--- src/rtl/mcsa_pkg.sv ---
// Shared constants, types and helpers of the MIPS constant store address scan.
package mcsa_pkg;

  localparam int unsigned WordW      = 32;
  localparam int unsigned NumRegs    = 32;
  localparam int unsigned RegAddrW   = 5;
  localparam int unsigned MatchW     = 24;
  localparam int unsigned IndexBitsDefault = 24;
  localparam int unsigned ApbAddrW   = 3;
  localparam int unsigned ApbDataW   = 32;

  localparam logic [5:0] OpLui   = 6'h0F;
  localparam logic [5:0] OpAddiu = 6'h09;
  localparam logic [5:0] OpOri   = 6'h0D;
  localparam logic [5:0] OpSd    = 6'h3F;

  localparam logic [ApbAddrW-1:0] AddrTarget = 3'h0;

  typedef struct packed {
    logic                en;
    logic [RegAddrW-1:0] addr;
    logic [WordW-1:0]    data;
  } wr_t;

  function automatic logic [WordW-1:0] sext16(input logic [15:0] imm);
    logic [WordW-1:0] r;
    r = {16'h0000, imm};
    if (imm[15]) begin
      r = r | 32'hFFFF_0000;
    end
    return r;
  endfunction

endpackage

--- src/rtl/mips_constant_store_address_scan.sv ---
// Top level of the MIPS constant store address scan.
// A request is read from the register RAM at acceptance and executes from stage 1 once the output can take a result.
// A match result is registered into the output register when its request executes from stage 1.
// Throughput: one request per cycle while the match output is not held by back-pressure.
// Reset clears the valid bits of the register table, the word counter and the target.
// A request marked as scan start clears the valid bits and counter before it executes.
module mips_constant_store_address_scan #(
  parameter int unsigned INDEX_BITS = mcsa_pkg::IndexBitsDefault
) (
  input  logic                              clk_i,
  input  logic                              rst_ni,
  input  logic                              in_valid_i,
  output logic                              in_ready_o,
  input  logic [31:0]                       instr_word_i,
  input  logic                              scan_start_i,
  output logic                              out_valid_o,
  input  logic                              out_ready_i,
  output logic [mcsa_pkg::MatchW-1:0]       match_index_o,
  input  logic                              psel,
  input  logic                              penable,
  input  logic                              pwrite,
  input  logic [mcsa_pkg::ApbAddrW-1:0]     paddr,
  input  logic [mcsa_pkg::ApbDataW-1:0]     pwdata,
  output logic [mcsa_pkg::ApbDataW-1:0]     prdata,
  output logic                              pready
);

  localparam int unsigned ExtW = (INDEX_BITS > mcsa_pkg::MatchW) ? INDEX_BITS
                                                                 : mcsa_pkg::MatchW;

  logic [mcsa_pkg::WordW-1:0]    target;
  logic                          in_fire;
  logic                          s1_fire;
  logic                          s1_valid_q, s1_valid_d;
  logic [31:0]                   s1_word_q;
  logic                          s1_start_q;
  logic [mcsa_pkg::NumRegs-1:0]  vld_q, vld_d;
  logic [INDEX_BITS-1:0]         cnt_q, cnt_d;
  logic [INDEX_BITS-1:0]         idx;
  logic [ExtW-1:0]               idx_ext;
  mcsa_pkg::wr_t                 fwd_q, fwd_d;
  mcsa_pkg::wr_t                 wr;
  logic [mcsa_pkg::WordW-1:0]    ram_rdata;
  logic [mcsa_pkg::WordW-1:0]    rs_val;
  logic [mcsa_pkg::WordW-1:0]    ea;
  logic [5:0]                    op;
  logic [mcsa_pkg::RegAddrW-1:0] rs;
  logic [mcsa_pkg::RegAddrW-1:0] rt;
  logic [15:0]                   imm;
  logic                          hit;
  logic                          out_valid_q, out_valid_d;
  logic [mcsa_pkg::MatchW-1:0]   out_idx_q, out_idx_d;

  mcsa_cfg u_cfg (
    .clk_i    (clk_i),
    .rst_ni   (rst_ni),
    .psel     (psel),
    .penable  (penable),
    .pwrite   (pwrite),
    .paddr    (paddr),
    .pwdata   (pwdata),
    .prdata   (prdata),
    .pready   (pready),
    .target_o (target)
  );

  mcsa_ram #(
    .Width (mcsa_pkg::WordW),
    .Depth (mcsa_pkg::NumRegs)
  ) u_ram (
    .clk_i   (clk_i),
    .we_i    (wr.en),
    .waddr_i (wr.addr),
    .wdata_i (wr.data),
    .re_i    (in_fire),
    .raddr_i (instr_word_i[25:21]),
    .rdata_o (ram_rdata)
  );

  assign s1_fire    = s1_valid_q && (!out_valid_q || out_ready_i);
  assign in_ready_o = !s1_valid_q || s1_fire;
  assign in_fire    = in_valid_i && in_ready_o;

  assign op  = s1_word_q[31:26];
  assign rs  = s1_word_q[25:21];
  assign rt  = s1_word_q[20:16];
  assign imm = s1_word_q[15:0];

  always_comb begin
    if (s1_start_q) begin
      rs_val = '0;
    end else if (fwd_q.en && (fwd_q.addr == rs)) begin
      rs_val = fwd_q.data;
    end else if (vld_q[rs]) begin
      rs_val = ram_rdata;
    end else begin
      rs_val = '0;
    end
  end

  assign ea      = rs_val + mcsa_pkg::sext16(imm);
  assign idx     = s1_start_q ? '0 : cnt_q;
  assign idx_ext = ExtW'(idx);

  always_comb begin
    wr.en   = 1'b0;
    wr.addr = rt;
    wr.data = ea;
    hit     = 1'b0;
    case (op)
      mcsa_pkg::OpLui: begin
        wr.en   = 1'b1;
        wr.data = {imm, 16'h0000};
      end
      mcsa_pkg::OpAddiu: begin
        wr.en   = 1'b1;
        wr.data = ea;
      end
      mcsa_pkg::OpOri: begin
        wr.en   = 1'b1;
        wr.data = rs_val | {16'h0000, imm};
      end
      mcsa_pkg::OpSd: begin
        hit = (ea == target);
      end
      default: begin
        wr.en = 1'b0;
      end
    endcase
    wr.en = wr.en && s1_fire && (rt != '0);
  end

  always_comb begin
    s1_valid_d  = s1_valid_q;
    vld_d       = vld_q;
    cnt_d       = cnt_q;
    fwd_d       = fwd_q;
    out_valid_d = out_valid_q;
    out_idx_d   = out_idx_q;
    if (out_valid_q && out_ready_i) begin
      out_valid_d = 1'b0;
    end
    if (s1_fire) begin
      s1_valid_d = 1'b0;
      if (s1_start_q) begin
        vld_d = '0;
      end
      if (wr.en) begin
        vld_d[wr.addr] = 1'b1;
      end
      cnt_d = idx + INDEX_BITS'(1);
      fwd_d = wr;
      if (hit) begin
        out_valid_d = 1'b1;
        out_idx_d   = idx_ext[mcsa_pkg::MatchW-1:0];
      end
    end
    if (in_fire) begin
      s1_valid_d = 1'b1;
    end
  end

  always_ff @(posedge clk_i or negedge rst_ni) begin
    if (!rst_ni) begin
      s1_valid_q  <= 1'b0;
      vld_q       <= '0;
      cnt_q       <= '0;
      fwd_q       <= '0;
      out_valid_q <= 1'b0;
    end else begin
      s1_valid_q  <= s1_valid_d;
      vld_q       <= vld_d;
      cnt_q       <= cnt_d;
      fwd_q       <= fwd_d;
      out_valid_q <= out_valid_d;
    end
  end

  always_ff @(posedge clk_i) begin
    if (in_fire) begin
      s1_word_q  <= instr_word_i;
      s1_start_q <= scan_start_i;
    end
    out_idx_q <= out_idx_d;
  end

  assign out_valid_o   = out_valid_q;
  assign match_index_o = out_idx_q;

endmodule

--- src/rtl/mcsa_ram.sv ---
// Generic single-write, single-read synchronous RAM with registered read data.
module mcsa_ram #(
  parameter int unsigned Width = 32,
  parameter int unsigned Depth = 32
) (
  input  logic                     clk_i,
  input  logic                     we_i,
  input  logic [$clog2(Depth)-1:0] waddr_i,
  input  logic [Width-1:0]         wdata_i,
  input  logic                     re_i,
  input  logic [$clog2(Depth)-1:0] raddr_i,
  output logic [Width-1:0]         rdata_o
);

  logic [Width-1:0] mem_q [Depth];
  logic [Width-1:0] rdata_q;

  always_ff @(posedge clk_i) begin
    if (we_i) begin
      mem_q[waddr_i] <= wdata_i;
    end
    if (re_i) begin
      rdata_q <= mem_q[raddr_i];
    end
  end

  assign rdata_o = rdata_q;

endmodule

--- src/rtl/mcsa_cfg.sv ---
// APB-style configuration register block holding the target store address.
module mcsa_cfg (
  input  logic                                clk_i,
  input  logic                                rst_ni,
  input  logic                                psel,
  input  logic                                penable,
  input  logic                                pwrite,
  input  logic [mcsa_pkg::ApbAddrW-1:0]       paddr,
  input  logic [mcsa_pkg::ApbDataW-1:0]       pwdata,
  output logic [mcsa_pkg::ApbDataW-1:0]       prdata,
  output logic                                pready,
  output logic [mcsa_pkg::WordW-1:0]          target_o
);

  logic [mcsa_pkg::WordW-1:0] target_q;
  logic [mcsa_pkg::WordW-1:0] target_d;

  always_comb begin
    target_d = target_q;
    if (psel && penable && pwrite && (paddr == mcsa_pkg::AddrTarget)) begin
      target_d = pwdata;
    end
  end

  always_ff @(posedge clk_i or negedge rst_ni) begin
    if (!rst_ni) begin
      target_q <= '0;
    end else begin
      target_q <= target_d;
    end
  end

  always_comb begin
    prdata = '0;
    if (paddr == mcsa_pkg::AddrTarget) begin
      prdata = target_q;
    end
  end

  assign pready   = 1'b1;
  assign target_o = target_q;

endmodule
--- config.mk ---
export PLATFORM = sky130hd
export DESIGN_NAME = mips_constant_store_address_scan
export DESIGN_NICKNAME = d
export VERILOG_FILES = /design/src/rtl/mcsa_pkg.sv /design/src/rtl/mips_constant_store_address_scan.sv /design/src/rtl/mcsa_ram.sv /design/src/rtl/mcsa_cfg.sv
export SDC_FILE = /design/constraint.sdc
export NUM_CORES = 1
export LEC_CHECK = 0
export BUFFER_PORTS_ARGS = -buffer_cell sky130_fd_sc_hd__buf_4
export CAP_MARGIN = 40
export CORE_MARGIN = 1
export CORE_UTILIZATION = 30
export CTS_BUF_LIST = sky130_fd_sc_hd__clkbuf_4
export DETAILED_ROUTE_END_ITERATION = 7
export MAX_ROUTING_LAYER = met4
export PLACE_DENSITY = 0.5
export SYNTH_ARGS = -nofsm -noshare
export SYNTH_HDL_FRONTEND = slang
export SYNTH_SLANG_ARGS = --single-unit
--- constraint.sdc ---
create_clock -name clk_i -period 10.77 [get_ports clk_i]
set_input_delay 1.077 -clock clk_i [delete_from_list [all_inputs] [get_ports clk_i]]
set_output_delay 1.077 -clock clk_i [all_outputs]
set_load 0.005 [all_outputs]
# Yosys cells after proc, flatten, opt, wreduce, memory -nomap -nowiden

Memories as Yosys holds them, arrays and structs flattened. A register that Yosys moved wholly into a read port is not among the register bits.
Cells that the tools add are included.
Widths: inputs -> output; s select.

Register bits after elaboration: 185
Bits in writable memories: 1024
Memories kept: 1

Add/sub/neg operators: 2
Magnitude comparators: 3
Equal/unequal tests: 6
Muxes and demuxes: 23
Bitwise operators: 2
Reductions and logical operators: 19

Memories:

| name        | words | width | read ports | clocked after memory_dff | wr ports | RTL line       | source |
|---|---|---|---|---|---|---|---|
| u_ram.mem_q | 32    | 32    | 1          | 1                        | 1        | mcsa_ram.sv:15 | `logic [Width-1:0] mem_q [Depth];` |

Operator list:

| kind                  | count |
|---|---|
| $mux 32               | 8 |
| $pmux 32 s2           | 1 |
| $add 32x32->32        | 1 |
| $eq 32x32->1          | 1 |
| $or 32x16->32         | 1 |
| $or 32x32->32         | 1 |
| $add 24x1->24 const B | 1 |
| $mux 24               | 1 |
| $eq 6x4->1 const B    | 3 |
| $lt 5x6->1 const B    | 2 |
| $mux 1                | 11 |
| $logic_and 1x1->1     | 10 |
| $eq 6x6->1 const B    | 1 |
| $bmux 1 s5            | 1 |
| $demux 1 s5           | 1 |
| $eq 5x5->1            | 1 |
| $ge 5x1->1 const B    | 1 |
| $reduce_bool 5->1     | 1 |
| $logic_not 3->1       | 1 |
| $reduce_or 3->1       | 1 |
| $logic_not 1->1       | 2 |
| $logic_or 1x1->1      | 2 |
| $reduce_and 2->1      | 1 |
| $reduce_bool 2->1     | 1 |

# Depth between registers and ports, before layout

Depth after elaboration: 10
Mapped depth: 22
Depth with buffers taken out: 20

# Modules after synthesis

Synthesis repeated with hierarchy kept, for this count alone.

Cell total of the unflattened synthesis: 3426
Area total of the unflattened synthesis: 52168.8 um^2

Modules (own cells, without submodules):

| module                           | times used | cells an instance | area an instance (um^2) | sequential area each (um^2) |
|---|---|---|---|---|
| mcsa_ram                         | 1          | 2260              | 40805.4                 | 31710.4 |
| mips_constant_store_address_scan | 1          | 1059              | 9774.4                  | 4113.9 |
| mcsa_cfg                         | 1          | 107               | 1589.0                  | 800.8 |

# Worst setup path after synthesis

OpenSTA, ideal clock, no wires.

Kind: register to register
Start: register s1_word_q[22]
End: register out_idx_q (netlist bit match_index_o[0]), enable pin
Arrival time: 7.620 ns
Required time: 10.304 ns
Path slack: 2.684 ns
Stages on the path, launching flop included: 23
Path buffers: 2
Clock period less this slack: 8.086 ns
Path through: edfxtp_1 buf_2 mux4_2 mux4_2 nand2_1 nand3_1 clkbuf_1 and3_1 a21oi_1 or2_2 inv_1 ha_1 fa_1 a21o_1 and4_4 or4_4 nand2_2 xnor3_1 a311o_1 a2111o_1 nor4_1 o2111ai_1 nor4_1

Word-level cells in the longest chain between the ends: 9
Elaborated cells on any way between the ends: 11
Those cells by class: 1 x add/sub; 2 x eq/ne; 6 x mux; 2 x reduce/logical

Ends and longest elaborated chain:

| what                                  | RTL line                                | source |
|---|---|---|
| from (decl)                           | mips_constant_store_address_scan.sv:35  | `logic [31:0] s1_word_q;` |
| from (signal assigned)                | mips_constant_store_address_scan.sv:181 | `s1_word_q <= instr_word_i;` |
| $bmux 1 s5                            | mips_constant_store_address_scan.sv:94  | `end else if (vld_q[rs]) begin` |
| $mux 1 (not written as such)          | mips_constant_store_address_scan.sv:94  |  |
| $mux 32                               | mips_constant_store_address_scan.sv:94  |  |
| $mux 32 (*)                           | mips_constant_store_address_scan.sv:92  | `end else if (fwd_q.en && (fwd_q.addr == rs)) begin` |
| $mux 32 (*)                           | mips_constant_store_address_scan.sv:90  | `if (s1_start_q) begin` |
| $add 32x32->32 (*)                    | mips_constant_store_address_scan.sv:101 | `assign ea = rs_val + mcsa_pkg::sext16(imm);` |
| $eq 32x32->1 (*)                      | mips_constant_store_address_scan.sv:124 | `hit = (ea == target);` |
| $mux 1 (*)                            | mips_constant_store_address_scan.sv:110 | `case (op)` |
| $reduce_and 2->1 (no source line) (*) | --                                      |  |
| to (signal assigned)                  | mips_constant_store_address_scan.sv:184 | `out_idx_q <= out_idx_d;` |
| to (decl)                             | mips_constant_store_address_scan.sv:52  | `logic [mcsa_pkg::MatchW-1:0] out_idx_q, out_idx_d;` |

Every way passes the cells marked *; elsewhere a longest branch is shown, timed or not. The select of a mux whose other input is x is not followed.
A chain may end at the register's enable or synchronous reset.

# Final worst setup path

Start: register s1_word_q[22]
End: register out_idx_q (netlist bit match_index_o[4]), enable pin

Same word-level chain as after synthesis.

==> qor.csv <==
stage;metric;value;unit
status;status;finished clean;
sta;Slew @ Worst Pin;0.927;ns
cts;cts hold-fix bufs;63;
critical_path;Data required, critical path;11.68;ns
critical_path;critical path startpoint category;flop;
die;row count;151;
logic_synthesis;ys flop type;edfxtp_1;
cts;clock sink total;1241;
detailed_routing;total wire length;144000;um
power;VDD IR-drop max;0.124;mV
die;Die Wd;416;um
die;initial core utilization;0.303;
detailed_routing;DRC viols;0;
sta;fin crit share;0.680;
sta;f_max;0.137;GHz
cts;clock root buffer;clkbuf_4;
cells_and_area;fin nets;3433;
logic_synthesis;Synth top area share;0.649;
global_route;first-pass GRT wire length;207000;um
sta;Period minus WS final;7.32;ns
cts;CTS clk-pin slew, worst paths;0.07;ns
place;GPL Wtd Cong;0.893;
cts;number of CTS-inserted buffers;347;
logic_synthesis;synth warn;0;
logic_synthesis;synth cell count leaders;1,113 x edfxtp_1, 327 x mux4_2, 185 x nand2_1;
sta;setup_tns;0;ns
critical_path;kind of critical path;flop to flop;
logic_synthesis;most numerous cell in the Yosys netlist;edfxtp_1;
run;total of max-cap violations;0;
cells_and_area;share of cells above drive strength 1;0.362;
logic_synthesis;Post-synth EDFFs;1113;
cts;TritonCTS clock tree;done;
critical_path;crit path DAT;8.23;ns
power;Power Density;173;mW/mm^2
logic_synthesis;sequential area share after synthesis;0.711;
cts;H-tree depth;5;
die;IO Pins;134;
power;P_leak;21.3;nW
logic_synthesis;Gate Count Post-Synth;2776;
sta;Slew Limit Headroom;0.382;
sta;final setup violation count;0;
sta;clock skew;0.130;ns
detailed_routing;DR vias;28500;
cells_and_area;Layout area overhead;18.9;%
die;Die ar.;0.173;mm^2
place;Placed Area;0.0563;mm^2
global_route;vias in the first global route;29600;
global_route;grt total ovfl;0;
hold_path;type of the worst min-delay path;input pin to flop;
place;# port buffers;132;
logic_synthesis;post-synthesis register bit count;1241;
global_route;initial antenna violation count;8;
detailed_routing;DRT iter0 DRCs;2449;
logic_synthesis;ys async rst share;0.103;
critical_path;crit path from;s1_word_q[22];
place;DP HPWL;81600;um
critical_path;critical path endpoint category;flop;
cells_and_area;Layout fillers;16000;
sta;Hold Fails Final Rpt;0;
die;Core Area;0.170;mm^2
critical_path;RR Startpoint;s1_word_q[22];
sta;Slew Viols, Final;0;
cts;post-cts sizing count;0;
cts;maximum clock path buffer count;4;
cells_and_area;area of the multi-input gates;0.0146;mm^2
die;die height;416;um
logic_synthesis;Netlist cell types;92;
sta;RSZ-0062 raised after global routing;false;
logic_synthesis;Synth Area per Inst;18.5;um^2
global_route;All-Layer GR Usage;0.171;
detailed_routing;Avg WL per Cell;24.9;um
critical_path;crit path max fanout;34;
cts;# Post-CTS Setup Buffers;0;
logic_synthesis;Area contributors post-synth;edfxtp_1 65%, mux4_2 14%, dfrtp_1 6.2%;
detailed_routing;Routed Antenna Nets;0;
cts;Worst-Skew Late Latency;1.31;ns
detailed_routing;Vias/cell;4.94;
detailed_routing;drt pass-1 iters;5;
cells_and_area;sequential cell area;0.0366;mm^2
global_route;largest net degree at the start of global routing;103;
cells_and_area;design area;0.0612;mm^2
logic_synthesis;Mapped Area;0.0515;mm^2
hold_path;hold_sp;out_ready_i;
logic_synthesis;top cell type by total area after synthesis;edfxtp_1;
## where the power goes
| group | switching, W | internal, W | leakage, nW |
|---|---|---|---|
| Sequential | 0.0000817 | 0.00544 | 11.7 |
| Clock | 0.00192 | 0.00228 | 2.58 |
| Combinational | 0.000522 | 0.000357 | 7.00 |
## per-stage QoR
| step | setup WS [ns] | total power [W] | hold slack (ns) | utilization | instances |
|---|---|---|---|---|---|
| finish | 3.45 | 0.0106 | 0.184 | 0.360 | 5771 |
| floorplan | 2.68 | 0.00613 | 0.442 | - | 2807 |
| global placement | 3.47 | 0.00646 | 0.456 | 0.329 | 5090 |
| CTS | 3.40 | 0.0108 | 0.0471 | 0.360 | 5764 |
| detailed placement | 3.49 | 0.00649 | 0.463 | 0.332 | 5115 |
| global route | 2.86 | 0.0111 | 0.134 | 0.360 | 5768 |
## final cells by class
type | count | area share
multi-input cells | 1373 | 0.239
repair buffers | 298 | 0.0452
flip-flops and latches | 1241 | 0.598
well taps | 2218 | 0.0453
diodes | 7 | 0.000286
clock buffers | 526 | 0.0645
inverters | 48 | 0.00294
clock inverters | 60 | 0.00509
## placed cells by master, fill, tap and decap left out, types with 31 or more instances in the layout
cell / synthesis / final
buf_4: 1 / 204
xor2_1: 33 / 33
clkinv_1: 0 / 47
dlygate4sd3_1: 0 / 63
nor2_4: 0 / 31
inv_1: 46 / 46
a21o_1: 43 / 43
edfxtp_1: 1113 / 1113
o21ai_0: 54 / 37
a21oi_1: 69 / 69
mux4_2: 327 / 327
mux2_2: 75 / 75
xnor2_1: 42 / 42
clkbuf_4: 0 / 526
and2_1: 40 / 38
dfrtp_1: 128 / 128
nor2_1: 89 / 58
conb_1: 2 / 33
nand3_1: 43 / 42
ha_1: 48 / 48
nand2_1: 185 / 183
## routing by layer
layer  track usage  wire [um]  share of wire  vias up
met5             -          0              0        -
met4        0.0518       2970          0.021        0
li1              -          -              -    12400
met1         0.224      63100           0.44    14900
met2         0.262      68100           0.47     1026
met3        0.0401       9320          0.065      216
## state kept, by name, indices dropped and copies added, names as in the netlist, 24 cells and up
| signal | cells |
|---|---|
| vld_q | 32 |
| s1_word_q | 32 |
| u_cfg.target_o | 32 |
| cnt_q | 24 |
| match_index_o | 24 |
| fwd_q | 38 |
| u_ram.mem_q | 1024 |
| u_ram.rdata_o | 32 |
## worst max-delay path, cell delays in order, from the launching register on
cell and delay [ns]:
edfxtp_1 0.70, mux4_2 0.58, mux4_2 0.49, nand2_1 0.11, nand3_2 0.55, and3_1 0.46
a21oi_1 0.11, or2_2 0.14, inv_1 0.04, ha_1 0.20, fa_1 0.43, a21o_1 0.21
a41o_1 0.31, o211ai_2 0.27, nand3_1 0.17, mux2_2 0.31, a32o_1 0.21, or4_1 0.52
nor4_1 0.30, o2111ai_1 0.19, nor4_2 0.23, buf_4 0.35
## logic make-up (layout without fill, tap and decap cells)
family,count (synthesis),after routing,synth area share
AO/OA/AOI/OAI,269,269,0.0347
XOR/XNOR,79,79,0.0144
adder cells (fa/ha/maj),49,49,0.0121
buffers and inverters,193,932,0.0145
flip-flops,1241,1241,0.711
multiplexers,411,411,0.161
other,2,40,0.000146
AND/OR/NAND/NOR,532,532,0.0516
## worst paths after layout
kind	end	slack [ns]	depth (start not counted)
min	s1_valid_q	0.18	3
min in group asynchronous	cnt_q[9]	0.31	2
max in group asynchronous	fwd_q[2]	9.28	4
min reg2reg	vld_q[27]	0.47	1
max reg2reg	match_index_o[4]	3.45	21
max	match_index_o[4]	3.45	21
(Power assumes the default switching activity.)
